--- config.mk ---
export PLATFORM = sky130hd
export DESIGN_NAME = nearest_word_edit_distance
export DESIGN_NICKNAME = d
export VERILOG_FILES = /design/src/sv/nwed_pkg.sv /design/src/sv/nearest_word_edit_distance.sv /design/src/sv/nwed_head.sv /design/src/sv/nwed_cell.sv
export SDC_FILE = /design/constraint.sdc
export NUM_CORES = 2
export LEC_CHECK = 0
export ABC_AREA = 1
export BUFFER_PORTS_ARGS = -buffer_cell sky130_fd_sc_hd__buf_2
export CAP_MARGIN = 15
export CORE_MARGIN = 2
export CORE_UTILIZATION = 55
export DETAILED_ROUTE_END_ITERATION = 8
export PLACE_DENSITY = 0.77
export SLEW_MARGIN = 20
export SYNTH_ARGS = -nofsm -noshare
export SYNTH_HDL_FRONTEND = slang
export SYNTH_HIERARCHICAL = 1
export SYNTH_SLANG_ARGS = --single-unit
--- constraint.sdc ---
create_clock -name clk -period 11 [get_ports clk]
set_clock_uncertainty 0.15 [all_clocks]
set_input_delay 1.1 -clock clk [delete_from_list [all_inputs] [get_ports clk]]
set_output_delay 1.1 -clock clk [all_outputs]
set_load 0.02 [all_outputs]
--- src/sv/nwed_pkg.sv ---
// Shared types, constants and cost helpers for the nearest-word edit distance block.
// Depends on nothing; every other file refers to it by scoped names.
`default_nettype none

package nwed_pkg;

    localparam int MAX_SOURCE_LEN = 32;
    localparam int LEN_W          = $clog2(MAX_SOURCE_LEN + 1);
    localparam int CHAR_W         = 8;
    localparam int COST_W         = 8;
    localparam int INDEX_W        = 16;
    localparam logic [COST_W-1:0] COST_MAX = {COST_W{1'b1}};

    typedef enum logic [1:0] {
        FUNC_CLEAR  = 2'd0,
        FUNC_APPEND = 2'd1,
        FUNC_CAND   = 2'd2,
        FUNC_EMPTY  = 2'd3
    } func_t;

    typedef struct packed {
        func_t             func;
        logic [CHAR_W-1:0] ch;
        logic              last;
    } item_t;

    typedef struct packed {
        logic [COST_W-1:0]  word_distance;
        logic [INDEX_W-1:0] word_index;
        logic [COST_W-1:0]  best_distance;
        logic [INDEX_W-1:0] best_index;
        logic               query_overflow;
    } result_t;

    // One candidate character travelling down the row of cells.
    typedef struct packed {
        logic              valid;
        logic              first;   // first character of a word: reload costs
        logic              last;
        logic [CHAR_W-1:0] ch;
        logic [COST_W-1:0] left;    // new cost of the sending cell
        logic [COST_W-1:0] diag;    // old cost of the sending cell
    } token_t;

    function automatic logic [COST_W-1:0] sat_inc(input logic [COST_W-1:0] v);
        sat_inc = (v == COST_MAX) ? COST_MAX : v + COST_W'(1);
    endfunction

    function automatic logic [COST_W-1:0] min3(input logic [COST_W-1:0] a,
                                               input logic [COST_W-1:0] b,
                                               input logic [COST_W-1:0] c);
        logic [COST_W-1:0] m;
        m    = (a < b) ? a : b;
        min3 = (m < c) ? m : c;
    endfunction

endpackage

`default_nettype wire

--- src/sv/nearest_word_edit_distance.sv ---
// Nearest-word search by edit distance over a systolic row of cells; uses nwed_pkg,
// nwed_head and nwed_cell.
// Empty word: result registered in the cycle after acceptance. Last-marked candidate:
// wave passes the head and q cell registers (q = query length; one cell/cycle), then the
// result is registered. Candidate characters go one per cycle unless stalled; after
// a last-marked one the input stalls until its result is registered. Reset clears
// all control state at once; query chars undefined until appended; no clearing pass.
`default_nettype none

module nearest_word_edit_distance (
    input  wire logic            clk,
    input  wire logic            rst_n,
    input  wire logic            item_valid,
    output logic                 item_stall,
    input  wire nwed_pkg::item_t item,
    output logic                 result_valid,
    input  wire logic            result_stall,
    output nwed_pkg::result_t    result
);

    // toks[k] is the registered token leaving column k (column 0 is the head)
    nwed_pkg::token_t toks [0:nwed_pkg::MAX_SOURCE_LEN];

    logic [nwed_pkg::LEN_W-1:0]   qlen_reg, qlen_next;
    logic                         ovf_reg, ovf_next;
    logic [nwed_pkg::COST_W-1:0]  best_cost_reg, best_cost_next;
    logic [nwed_pkg::INDEX_W-1:0] best_pos_reg, best_pos_next;
    logic [nwed_pkg::INDEX_W-1:0] words_reg, words_next;
    logic                         pending_reg, pending_next;
    logic                         res_valid_reg, res_valid_next;
    nwed_pkg::result_t            res_reg, res_next;

    logic                         accept;
    logic                         makes_result;
    logic                         q_wr;
    nwed_pkg::token_t             tap_tok;
    logic                         tap_hit;
    logic                         fire;
    logic [nwed_pkg::COST_W-1:0]  res_dist;
    logic                         better;

    // Which items end a word and therefore produce a transaction on the result side.
    always_comb
    begin
        case (item.func) inside
            nwed_pkg::FUNC_EMPTY: makes_result = 1'b1;
            nwed_pkg::FUNC_CAND:  makes_result = item.last;
            default:              makes_result = 1'b0;
        endcase
    end

    // Hold input while a word end is still travelling down the row, and hold any
    // result-producing item while the previous result is still unread.
    assign item_stall = pending_reg || (res_valid_reg && makes_result);
    assign accept     = item_valid && !item_stall;
    assign q_wr       = accept && (item.func == nwed_pkg::FUNC_APPEND)
                        && (qlen_reg < nwed_pkg::LEN_W'(nwed_pkg::MAX_SOURCE_LEN));

    nwed_head u_head (
        .clk     (clk),
        .rst_n   (rst_n),
        .accept  (accept),
        .item    (item),
        .tok_out (toks[0])
    );

    for (genvar i = 1; i <= nwed_pkg::MAX_SOURCE_LEN; i++)
    begin : g_cell
        nwed_cell u_cell (
            .clk     (clk),
            .rst_n   (rst_n),
            .idx     (nwed_pkg::COST_W'(i)),
            .q_we    (q_wr && (qlen_reg == nwed_pkg::LEN_W'(i - 1))),
            .q_ch    (item.ch),
            .tok_in  (toks[i-1]),
            .tok_out (toks[i])
        );
    end

    // The final cost of a word is read where the wave passes the last query column.
    assign tap_tok = toks[qlen_reg];
    assign tap_hit = tap_tok.valid && tap_tok.last;

    assign fire     = tap_hit || (accept && (item.func == nwed_pkg::FUNC_EMPTY));
    assign res_dist = tap_hit ? tap_tok.left : nwed_pkg::COST_W'(qlen_reg);
    assign better   = res_dist < best_cost_reg;

    always_comb
    begin
        qlen_next      = qlen_reg;
        ovf_next       = ovf_reg;
        best_cost_next = best_cost_reg;
        best_pos_next  = best_pos_reg;
        words_next     = words_reg;
        pending_next   = pending_reg;
        res_valid_next = res_valid_reg && result_stall;
        res_next       = res_reg;

        if (accept)
        begin
            case (item.func)
                nwed_pkg::FUNC_CLEAR:
                begin
                    qlen_next      = '0;
                    ovf_next       = 1'b0;
                    best_cost_next = nwed_pkg::COST_MAX;
                    best_pos_next  = '0;
                    words_next     = '0;
                end
                nwed_pkg::FUNC_APPEND:
                begin
                    if (q_wr)
                        qlen_next = qlen_reg + nwed_pkg::LEN_W'(1);
                    else
                        ovf_next = 1'b1;
                end
                nwed_pkg::FUNC_CAND:
                begin
                    pending_next = item.last;
                end
                default:
                begin
                end
            endcase
        end

        if (fire)
        begin
            // Strict less-than keeps the first word at the minimum.
            if (better)
            begin
                best_cost_next = res_dist;
                best_pos_next  = words_reg;
            end
            words_next              = words_reg + nwed_pkg::INDEX_W'(1);
            pending_next            = 1'b0;
            res_valid_next          = 1'b1;
            res_next.word_distance  = res_dist;
            res_next.word_index     = words_reg;
            res_next.best_distance  = better ? res_dist : best_cost_reg;
            res_next.best_index     = better ? words_reg : best_pos_reg;
            res_next.query_overflow = ovf_reg;
        end
    end

    always_ff @(posedge clk or negedge rst_n)
    begin
        if (!rst_n)
        begin
            qlen_reg      <= '0;
            ovf_reg       <= 1'b0;
            best_cost_reg <= nwed_pkg::COST_MAX;
            best_pos_reg  <= '0;
            words_reg     <= '0;
            pending_reg   <= 1'b0;
            res_valid_reg <= 1'b0;
        end
        else
        begin
            qlen_reg      <= qlen_next;
            ovf_reg       <= ovf_next;
            best_cost_reg <= best_cost_next;
            best_pos_reg  <= best_pos_next;
            words_reg     <= words_next;
            pending_reg   <= pending_next;
            res_valid_reg <= res_valid_next;
        end
    end

    always_ff @(posedge clk)
    begin
        res_reg <= res_next;
    end

    assign result_valid = res_valid_reg;
    assign result       = res_reg;

    // A word end reaching the tap must find the output register free.
    a_tap_free: assert property (@(posedge clk) disable iff (!rst_n)
        tap_hit |-> !res_valid_reg)
        else $error("word end reached tap while result register full");

    // A word end only reaches the tap while one is outstanding.
    a_tap_pending: assert property (@(posedge clk) disable iff (!rst_n)
        tap_hit |-> pending_reg)
        else $error("unexpected word end at tap");

    // Query length never exceeds capacity.
    a_qlen_range: assert property (@(posedge clk) disable iff (!rst_n)
        qlen_reg <= nwed_pkg::LEN_W'(nwed_pkg::MAX_SOURCE_LEN))
        else $error("query length beyond capacity");

    // The best distance never grows except through a clear.
    a_best_mono: assert property (@(posedge clk) disable iff (!rst_n)
        !(accept && item.func == nwed_pkg::FUNC_CLEAR) |=>
            best_cost_reg <= $past(best_cost_reg))
        else $error("best distance increased without clear");

endmodule

`default_nettype wire

--- src/sv/nwed_head.sv ---
// Column zero of the cost row and the word-open tracker; launches tokens into the cells.
// Depends on nwed_pkg.
`default_nettype none

module nwed_head (
    input  wire logic           clk,
    input  wire logic           rst_n,
    input  wire logic           accept,
    input  wire nwed_pkg::item_t item,
    output nwed_pkg::token_t    tok_out
);

    logic                        word_open_reg, word_open_next;
    logic                        vld_reg;
    logic [nwed_pkg::COST_W-1:0] row0_reg, row0_next;
    logic [nwed_pkg::COST_W-1:0] old0;
    nwed_pkg::token_t            pl_reg, pl_next;
    logic                        launch;

    assign launch = accept && (item.func == nwed_pkg::FUNC_CAND);
    assign old0   = word_open_reg ? row0_reg : '0;

    always_comb
    begin
        word_open_next = word_open_reg;
        if (accept)
        begin
            case (item.func)
                nwed_pkg::FUNC_CAND: word_open_next = !item.last;
                default:             word_open_next = 1'b0;
            endcase
        end
        row0_next     = launch ? nwed_pkg::sat_inc(old0) : row0_reg;
        pl_next.valid = 1'b0;
        pl_next.first = !word_open_reg;
        pl_next.last  = item.last;
        pl_next.ch    = item.ch;
        pl_next.left  = nwed_pkg::sat_inc(old0);
        pl_next.diag  = old0;
    end

    always_ff @(posedge clk or negedge rst_n)
    begin
        if (!rst_n)
        begin
            word_open_reg <= 1'b0;
            vld_reg       <= 1'b0;
        end
        else
        begin
            word_open_reg <= word_open_next;
            vld_reg       <= launch;
        end
    end

    always_ff @(posedge clk)
    begin
        row0_reg <= row0_next;
        pl_reg   <= pl_next;
    end

    always_comb
    begin
        tok_out       = pl_reg;
        tok_out.valid = vld_reg;
    end

endmodule

`default_nettype wire

--- src/sv/nwed_cell.sv ---
// One query position: its character and its cost, updated as a token passes.
// Depends on nwed_pkg.
`default_nettype none

module nwed_cell (
    input  wire logic                        clk,
    input  wire logic                        rst_n,
    input  wire logic [nwed_pkg::COST_W-1:0] idx,
    input  wire logic                        q_we,
    input  wire logic [nwed_pkg::CHAR_W-1:0] q_ch,
    input  wire nwed_pkg::token_t            tok_in,
    output nwed_pkg::token_t                 tok_out
);

    logic [nwed_pkg::CHAR_W-1:0] qch_reg;
    logic [nwed_pkg::COST_W-1:0] cost_reg, cost_next;
    logic [nwed_pkg::COST_W-1:0] above, upd;
    logic                        vld_reg;
    nwed_pkg::token_t            pl_reg, pl_next;

    assign above = tok_in.first ? idx : cost_reg;

    always_comb
    begin
        if (qch_reg == tok_in.ch)
            upd = tok_in.diag;
        else
            upd = nwed_pkg::sat_inc(nwed_pkg::min3(tok_in.left, above, tok_in.diag));
        cost_next     = tok_in.valid ? upd : cost_reg;
        pl_next       = tok_in;
        pl_next.left  = upd;
        pl_next.diag  = above;
    end

    always_ff @(posedge clk or negedge rst_n)
    begin
        if (!rst_n)
            vld_reg <= 1'b0;
        else
            vld_reg <= tok_in.valid;
    end

    always_ff @(posedge clk)
    begin
        if (q_we)
            qch_reg <= q_ch;
        cost_reg <= cost_next;
        pl_reg   <= pl_next;
    end

    always_comb
    begin
        tok_out       = pl_reg;
        tok_out.valid = vld_reg;
    end

endmodule

`default_nettype wire

Word level (Yosys, flattened, before mapping)
Cells that the tools add are included.
W data, S select, Z words.

operators by class
  magnitude comparators = 67
  equal/unequal tests = 101
  reduce and logical (&&, ||, !) cells = 55
  $add $sub $neg = 35
  bitwise logic cells = 1
  muxes and demuxes = 190

operators with widths
  kind                     number
  $mux W8                  168
  $lt A8 B8 Y1             65
  $add A8 B1 Y8 const B    33
  $eq A8 B8 Y1 const B     33
  $eq A8 B8 Y1             32
  $bmux W27 S6             1
  $mux W16                 8
  $eq A6 B5 Y1 const B     16
  $mux W27                 2
  $eq A6 B4 Y1 const B     8
  $logic_and A1 B1 Y1      40
  $eq A6 B3 Y1 const B     4
  $add A16 B1 Y16 const B  1
  $eq A6 B2 Y1 const B     2
  $pmux W6 S2              1
  $mux W1                  8
  $reduce_bool A2 Y1       4
  $ge A7 B7 Y1 const B     1
  $not A6 Y7               1
  $add A6 B1 Y6 const B    1
  $eq A6 B1 Y1 const B     1
  $logic_not A6 Y1         1
  $lt A6 B6 Y1 const B     1
  $mux W6                  1
  other kinds (9)          16

word-level totals
  bits in registers = 1510
  output and inout bits = 51
  input port bits = 15
  word-level logic and storage cells = 725

Logic depth before layout (Yosys ltp)
  depth in word-level cells = 11
  gate-level depth with buffers = 30
  depth with buffers taken out = 28

Hierarchy
Netlist, hierarchy kept.

by module, submodules not included
  module                              area an instance (µm²)  seq. area each (µm²)  cells an instance  instances
  nwed_cell at g_cell[10].u_cell ...  2132.0                  1026.0                237                23
  nwed_cell at g_cell[32].u_cell ...  2144.6                  1026.0                235                6
  nearest_word_edit_distance          8021.4                  2707.6                1216               1
  nwed_cell at g_cell[15].u_cell      2194.6                  1026.0                244                1
  nwed_cell at g_cell[3].u_cell       2154.6                  1026.0                235                1
  nwed_cell at g_cell[4].u_cell       2143.3                  1026.0                236                1
  nwed_head                           1111.1                  810.8                 96                 1

Worst setup path before layout
No wires, ideal clock.

  path type = flip-flop to flip-flop
  from = register g_cell[14].u_cell.pl_reg (netlist bit g_cell[14].u_cell/tok_out[25])
  to = register g_cell[15].u_cell/cost_reg[5] (netlist bit), data pin
  buffers on the path = 2
  data required time = 10.593 ns
  setup slack = 6.633 ns
  clock period less this slack = 4.367 ns
  stages on the path, launching flop included = 26
  arrival = 3.960 ns
  library setup time = 0.257 ns
  cell sequence = dfxtp_1 -> inv_2 -> or2_2 -> o21ai_0 -> ha_1 -> a21oi_1 -> nor2_1 -> a211oi_2 -> nand2_2 -> buf_2 -> a21oi_1 -> ha_1 -> a21oi_1 -> nor2_1 -> a211oi_2 -> nand2_4 -> buf_12 -> nand2_1 -> nand2_1 -> ha_1 -> nand2_4 -> nor2_4 -> nand2_2 -> nand2_4 -> nor2_1 -> nor2_1

between the ends
  word-level cells in the longest chain between the ends = 8
  elaborated cells on any way between the ends = 9
  classes of those cells = add/sub (1); order compare (2); eq/ne (1); mux (5)

ends and longest elaborated chain
  element                                               line             source
  from (decl)                                           nwed_cell.sv:19  nwed_pkg::token_t pl_reg, pl_next;
  from (signal assigned)                                nwed_cell.sv:48  pl_reg <= pl_next;
  $mux W8 *                                             nwed_cell.sv:21  assign above = tok_in.first ? idx : cost_reg;
  $lt A8 B8 Y1                                          nwed_pkg.sv:53   m = (a < b) ? a : b;
  $mux W8 *                                             nwed_pkg.sv:53
  $lt A8 B8 Y1                                          nwed_pkg.sv:54   min3 = (m < c) ? m : c;
  $mux W8 *                                             nwed_pkg.sv:54
  $add A8 B1 Y8 / $eq A8 B8 Y1 (equally long branches)  nwed_pkg.sv:46   sat_inc = (v == COST_MAX) ? COST_MAX : v + COST_W'(1);
  $mux W8 *                                             nwed_pkg.sv:46
  $mux W8 *                                             nwed_cell.sv:25  if (qch_reg == tok_in.ch)
  via g_cell[15].u_cell.upd, one bit                    nwed_cell.sv:17  logic [nwed_pkg::COST_W-1:0] above, upd;
  to (signal assigned)                                  nwed_cell.sv:47  cost_reg <= cost_next;
  to (decl)                                             nwed_cell.sv:16  logic [nwed_pkg::COST_W-1:0] cost_reg, cost_next;

Mark *: on every way through the listed nets, which the timed path passes. The rest lies on a longest branch.
A chain may end at the register's enable or synchronous reset.

Final worst setup path
  from = register qlen_reg[1] (netlist bit)
  to = register res_reg (netlist bit result[24]), data pin

between the ends
  word-level cells in the longest chain between the ends = 8

ends and longest elaborated chain
  element                                         line                               source
  from (decl)                                     nearest_word_edit_distance.sv:24   logic [nwed_pkg::LEN_W-1:0] qlen_reg, qlen_next;
  from (signal assigned)                          nearest_word_edit_distance.sv:160  qlen_reg <= qlen_next;
  $not A6 Y7 (not written as such) *              nearest_word_edit_distance.sv:81   assign tap_tok = toks[qlen_reg];
  $bmux W27 S6 *                                  nearest_word_edit_distance.sv:81
  $mux W27 (not written as such) * (2 in series)  nearest_word_edit_distance.sv:81
  $logic_and A1 B1 Y1                             nearest_word_edit_distance.sv:82   assign tap_hit = tap_tok.valid && tap_tok.last;
  $mux W8 *                                       nearest_word_edit_distance.sv:85   assign res_dist = tap_hit ? tap_tok.left : nwed_pkg::COST_W'(qlen_reg);
  via res_dist, one bit                           nearest_word_edit_distance.sv:39   logic [nwed_pkg::COST_W-1:0] res_dist;
  $lt A8 B8 Y1                                    nearest_word_edit_distance.sv:86   assign better = res_dist < best_cost_reg;
  $mux W8 *                                       nearest_word_edit_distance.sv:140  res_next.best_distance = better ? res_dist : best_cost_reg;
  to (signal assigned)                            nearest_word_edit_distance.sv:172  res_reg <= res_next;
  to (decl)                                       nearest_word_edit_distance.sv:31   nwed_pkg::result_t res_reg, res_next;

Mark *: on every way through the listed nets, which the timed path passes. The rest lies on a longest branch. The select of a mux whose other input is x is not followed.

==> results.md <==
- Final setup violation count: 0
- Sink count of the clock tree: between 1000 and 1500
- Footprint of the multi-input gates: ~37000 µm²
- Number of synthesis warnings: 6
- Port bufs: 65
- Share of power burned in combinational logic: 0.413
- Highest achievable clock rate: around 160 MHz
- Synthesized area per cell: between 8 and 9 µm²
- DR vias: roughly 60000
- Avg WL per Cell: between 15 and 20 µm
- Combined global-route utilization of all metal layers: 0.269
- Die Span X: approximately 380 µm
- Fill cells: between 10000 and 15000
- Post-detailed-route count of antenna-violating nets: 0
- Number of buffers inserted by post-CTS setup repair: 0
- Post-layout minimum cycle time: approximately 6.2 ns
- Pin count of the biggest net entering global routing: just under 90
- Signal arrival time at the worst endpoint: 6.53 ns
- Final-stage net count: roughly 9700
- Die height: roughly 380 µm
- Post-route core utilization: 0.612
- Clock slew at the register clock pins of the worst setup and hold paths: roughly 0.060 ns
- Routed vias/inst: around 5.3
- Top-Level Pins: 66
- Relative contribution of sequential cells to total power: 0.339
- Inserted Clock Buffers: 152
- Post-route clock period utilization: 0.561
- Wire length of the first global-routing pass: just over 300 mm
- Maximum level of the CTS H-tree: 4
- Share of power burned in the clock network: 0.248
- Share of total power consumed by net switching: 0.404
- Worst Hold Depth: 0
- CTS root buf: sky130_fd_sc_hd__clkbuf_16
- Starting Density: 0.554
- Number of buffers on the longest clock path: 3
- Final Max Slew Viols: 0
- Aggregate negative setup slack: 0 ns
- Worst path required time: 11.36 ns
- DRC Markers: 0
- Leakage power: ~0.039 µW
- Maximum capacitance violations: 0
- Sort of element at the end of the critical path: register
- Sum of routed wire length over all layers: ~190 mm
- Cell row count: 137
- Sum of overflow across all layers after global routing: 0
- Cells on worst reg2reg path: 19
- Maximum VDD drop: between 0.00015 and 0.0002 V
- Final hold violations: 0
- Detailed placer's ending HPWL: around 150 mm
- Status: completed
- Antenna violations before repair: 0
- Register Area: between 30000 and 40000 µm²
- Switching Power: 8640 µW
- Critical setup path kind: register to register
- Synthesized cell area: a little under 80000 µm²
- Die area: between 100000 and 150000 µm²
- Share of final-layout standard cells stronger than drive strength 1: 0.169
- Cells after synthesis: 8864
- Largest fanout of any net on the critical path: just under 70
- Number of flip-flops under the largest register name: ~800
- TritonCTS clock tree: done
- Area of the core: about 140000 µm²
- Category of the worst setup path launch point: register
- Weighted congestion reported at the end of routability-driven placement: ~0.93
- Setup repair after global routing missed its margin: no
- Area added between synthesis and finish: 10.6%
- Internal Pwr Total: between 10000 and 15000 µW
- Initial DRC Count: ~4800
- Clock network latency to the later pin of the worst-skew pair: 0.80 ns
- Pwr/cell area: around 250 nW/µm²
- Worst hold path class: register to register
- Via count of the first global-routing pass: 57400
- Number of detailed-routing iterations run before antenna repair: 6
- Worst slew margin relative to its limit: 0.280
- Pin slew with the least headroom to its limit: ~1.1 ns
[per-layer routing]
metal | part of all wire | track usage | routed length (µm)
met2 | 0.47 | 0.451 | 92500
met1 | 0.42 | 0.345 | 82800
met3 | 0.060 | 0.0411 | 11600
met4 | 0.040 | 0.114 | 7860
met5 | 0 | 0 | 0
[cell usage in the layout (no fill, tap or decap), types with 13 or more instances in the layout]
master / instances
sky130_fd_sc_hd__ha_1: 492
sky130_fd_sc_hd__nand3_1: 486
sky130_fd_sc_hd__nand2_4: 147
sky130_fd_sc_hd__o22ai_1: 68
sky130_fd_sc_hd__and2_1: 32
sky130_fd_sc_hd__nor2_4: 36
sky130_fd_sc_hd__nand2_1: 1716
sky130_fd_sc_hd__nand3_2: 76
sky130_fd_sc_hd__buf_2: 64
sky130_fd_sc_hd__edfxtp_1: 569
sky130_fd_sc_hd__inv_1: 981
sky130_fd_sc_hd__nor3_1: 49
sky130_fd_sc_hd__nor3_2: 14
sky130_fd_sc_hd__a211oi_2: 63
sky130_fd_sc_hd__a21oi_1: 425
sky130_fd_sc_hd__clkbuf_1: 21
sky130_fd_sc_hd__o21ai_1: 59
sky130_fd_sc_hd__a32oi_1: 20
sky130_fd_sc_hd__inv_4: 35
sky130_fd_sc_hd__a21oi_2: 167
sky130_fd_sc_hd__clkinv_2: 37
sky130_fd_sc_hd__xor2_1: 264
sky130_fd_sc_hd__xnor2_1: 31
sky130_fd_sc_hd__dfrtp_1: 73
sky130_fd_sc_hd__o21ai_0: 283
sky130_fd_sc_hd__bufinv_16: 13
sky130_fd_sc_hd__buf_4: 16
sky130_fd_sc_hd__nor2_1: 966
sky130_fd_sc_hd__nand2_2: 399
sky130_fd_sc_hd__clkbuf_16: 159
sky130_fd_sc_hd__dfxtp_1: 841
sky130_fd_sc_hd__nand4_1: 24
sky130_fd_sc_hd__nor4_1: 33
sky130_fd_sc_hd__or2_2: 224
sky130_fd_sc_hd__conb_1: 256
sky130_fd_sc_hd__clkinvlp_4: 15
sky130_fd_sc_hd__a32o_1: 16
sky130_fd_sc_hd__inv_2: 61
[metrics by stage]
| step | area [µm²] | setup WS (ns) | power [µW] | hold slack (ns) | instances |
|---|---|---|---|---|---|
| 2_1_floorplan | 78100 | 6.63 | 13900 | 0.176 | 9118 |
| 3_3_place_gp | 80100 | 5.16 | 15700 | 0.184 | 10900 |
| 3_5_place_dp | 80100 | 5.06 | 16000 | 0.186 | 10900 |
| 4_1_cts | 85200 | 5.03 | 21300 | 0.192 | 11200 |
| 5_1_grt | 85300 | 4.56 | 22800 | 0.203 | 11200 |
| 6_report | 85300 | 4.83 | 21400 | 0.193 | 11200 |
[final timing paths]
| check | from | end | slack (ns) |
|---|---|---|---|
| min in group asynchronous | rst_n | g_cell[28].u_cell/vld_reg | 0.60 |
| max in group asynchronous | rst_n | qlen_reg[1] | 8.73 |
| min | g_cell[15].u_cell/tok_out[23] | g_cell[16].u_cell/tok_out[23] | 0.19 |
| max reg2reg | qlen_reg[1] | result[24] | 4.83 |
| min reg2reg | g_cell[15].u_cell/tok_out[23] | g_cell[16].u_cell/tok_out[23] | 0.19 |
| max | qlen_reg[1] | result[24] | 4.83 |
[critical path: stages (launching register included)]
cell                       delay (ns)
sky130_fd_sc_hd__dfrtp_2         0.76
sky130_fd_sc_hd__inv_4           0.50
sky130_fd_sc_hd__buf_4           0.74
sky130_fd_sc_hd__nand2_2         0.59
sky130_fd_sc_hd__nor2_1          0.23
sky130_fd_sc_hd__nor2_1          0.05
sky130_fd_sc_hd__nand2_1         0.14
sky130_fd_sc_hd__o21ai_1         0.13
sky130_fd_sc_hd__nand3_2         0.15
sky130_fd_sc_hd__nand2_2         0.11
sky130_fd_sc_hd__inv_2           0.16
sky130_fd_sc_hd__nand2_1         0.08
sky130_fd_sc_hd__a211oi_1        0.41
sky130_fd_sc_hd__ha_1            0.34
sky130_fd_sc_hd__nand2_1         0.11
sky130_fd_sc_hd__nor2_1          0.06
sky130_fd_sc_hd__a211oi_2        0.14
sky130_fd_sc_hd__buf_4           0.34
sky130_fd_sc_hd__a21boi_1        0.46
sky130_fd_sc_hd__o21ai_0         0.14
[area by class of cell]
cell class | instances | share of cell area
diodes | 1 | 0.0000293
repair buffers | 81 | 0.00528
inverters | 1077 | 0.0484
flip-flops and latches | 1493 | 0.422
well taps | 1876 | 0.0275
multi-input cells | 6402 | 0.436
clock buffers | 189 | 0.0490
clock inverters | 97 | 0.0117
[timing repair]
item | 4_1_cts | 5_1_grt
setup endpoints to repair | 0 | 0
resized for setup | 0 | 0
endpoints found under the hold margin | 1 | 0
hold buffers | 1 | 0
[power groups by stage]
stage | clock (µW) | combinational (µW) | sequential [µW]
3_5_place_dp | 0 | 8650 | 7330
3_3_place_gp | 0 | 8350 | 7340
5_1_grt | 5590 | 9900 | 7260
4_1_cts | 5370 | 8730 | 7220
2_1_floorplan | 0 | 6930 | 6970
6_report | 5300 | 8840 | 7240
Note: power is estimated with default switching activity, not from simulation.
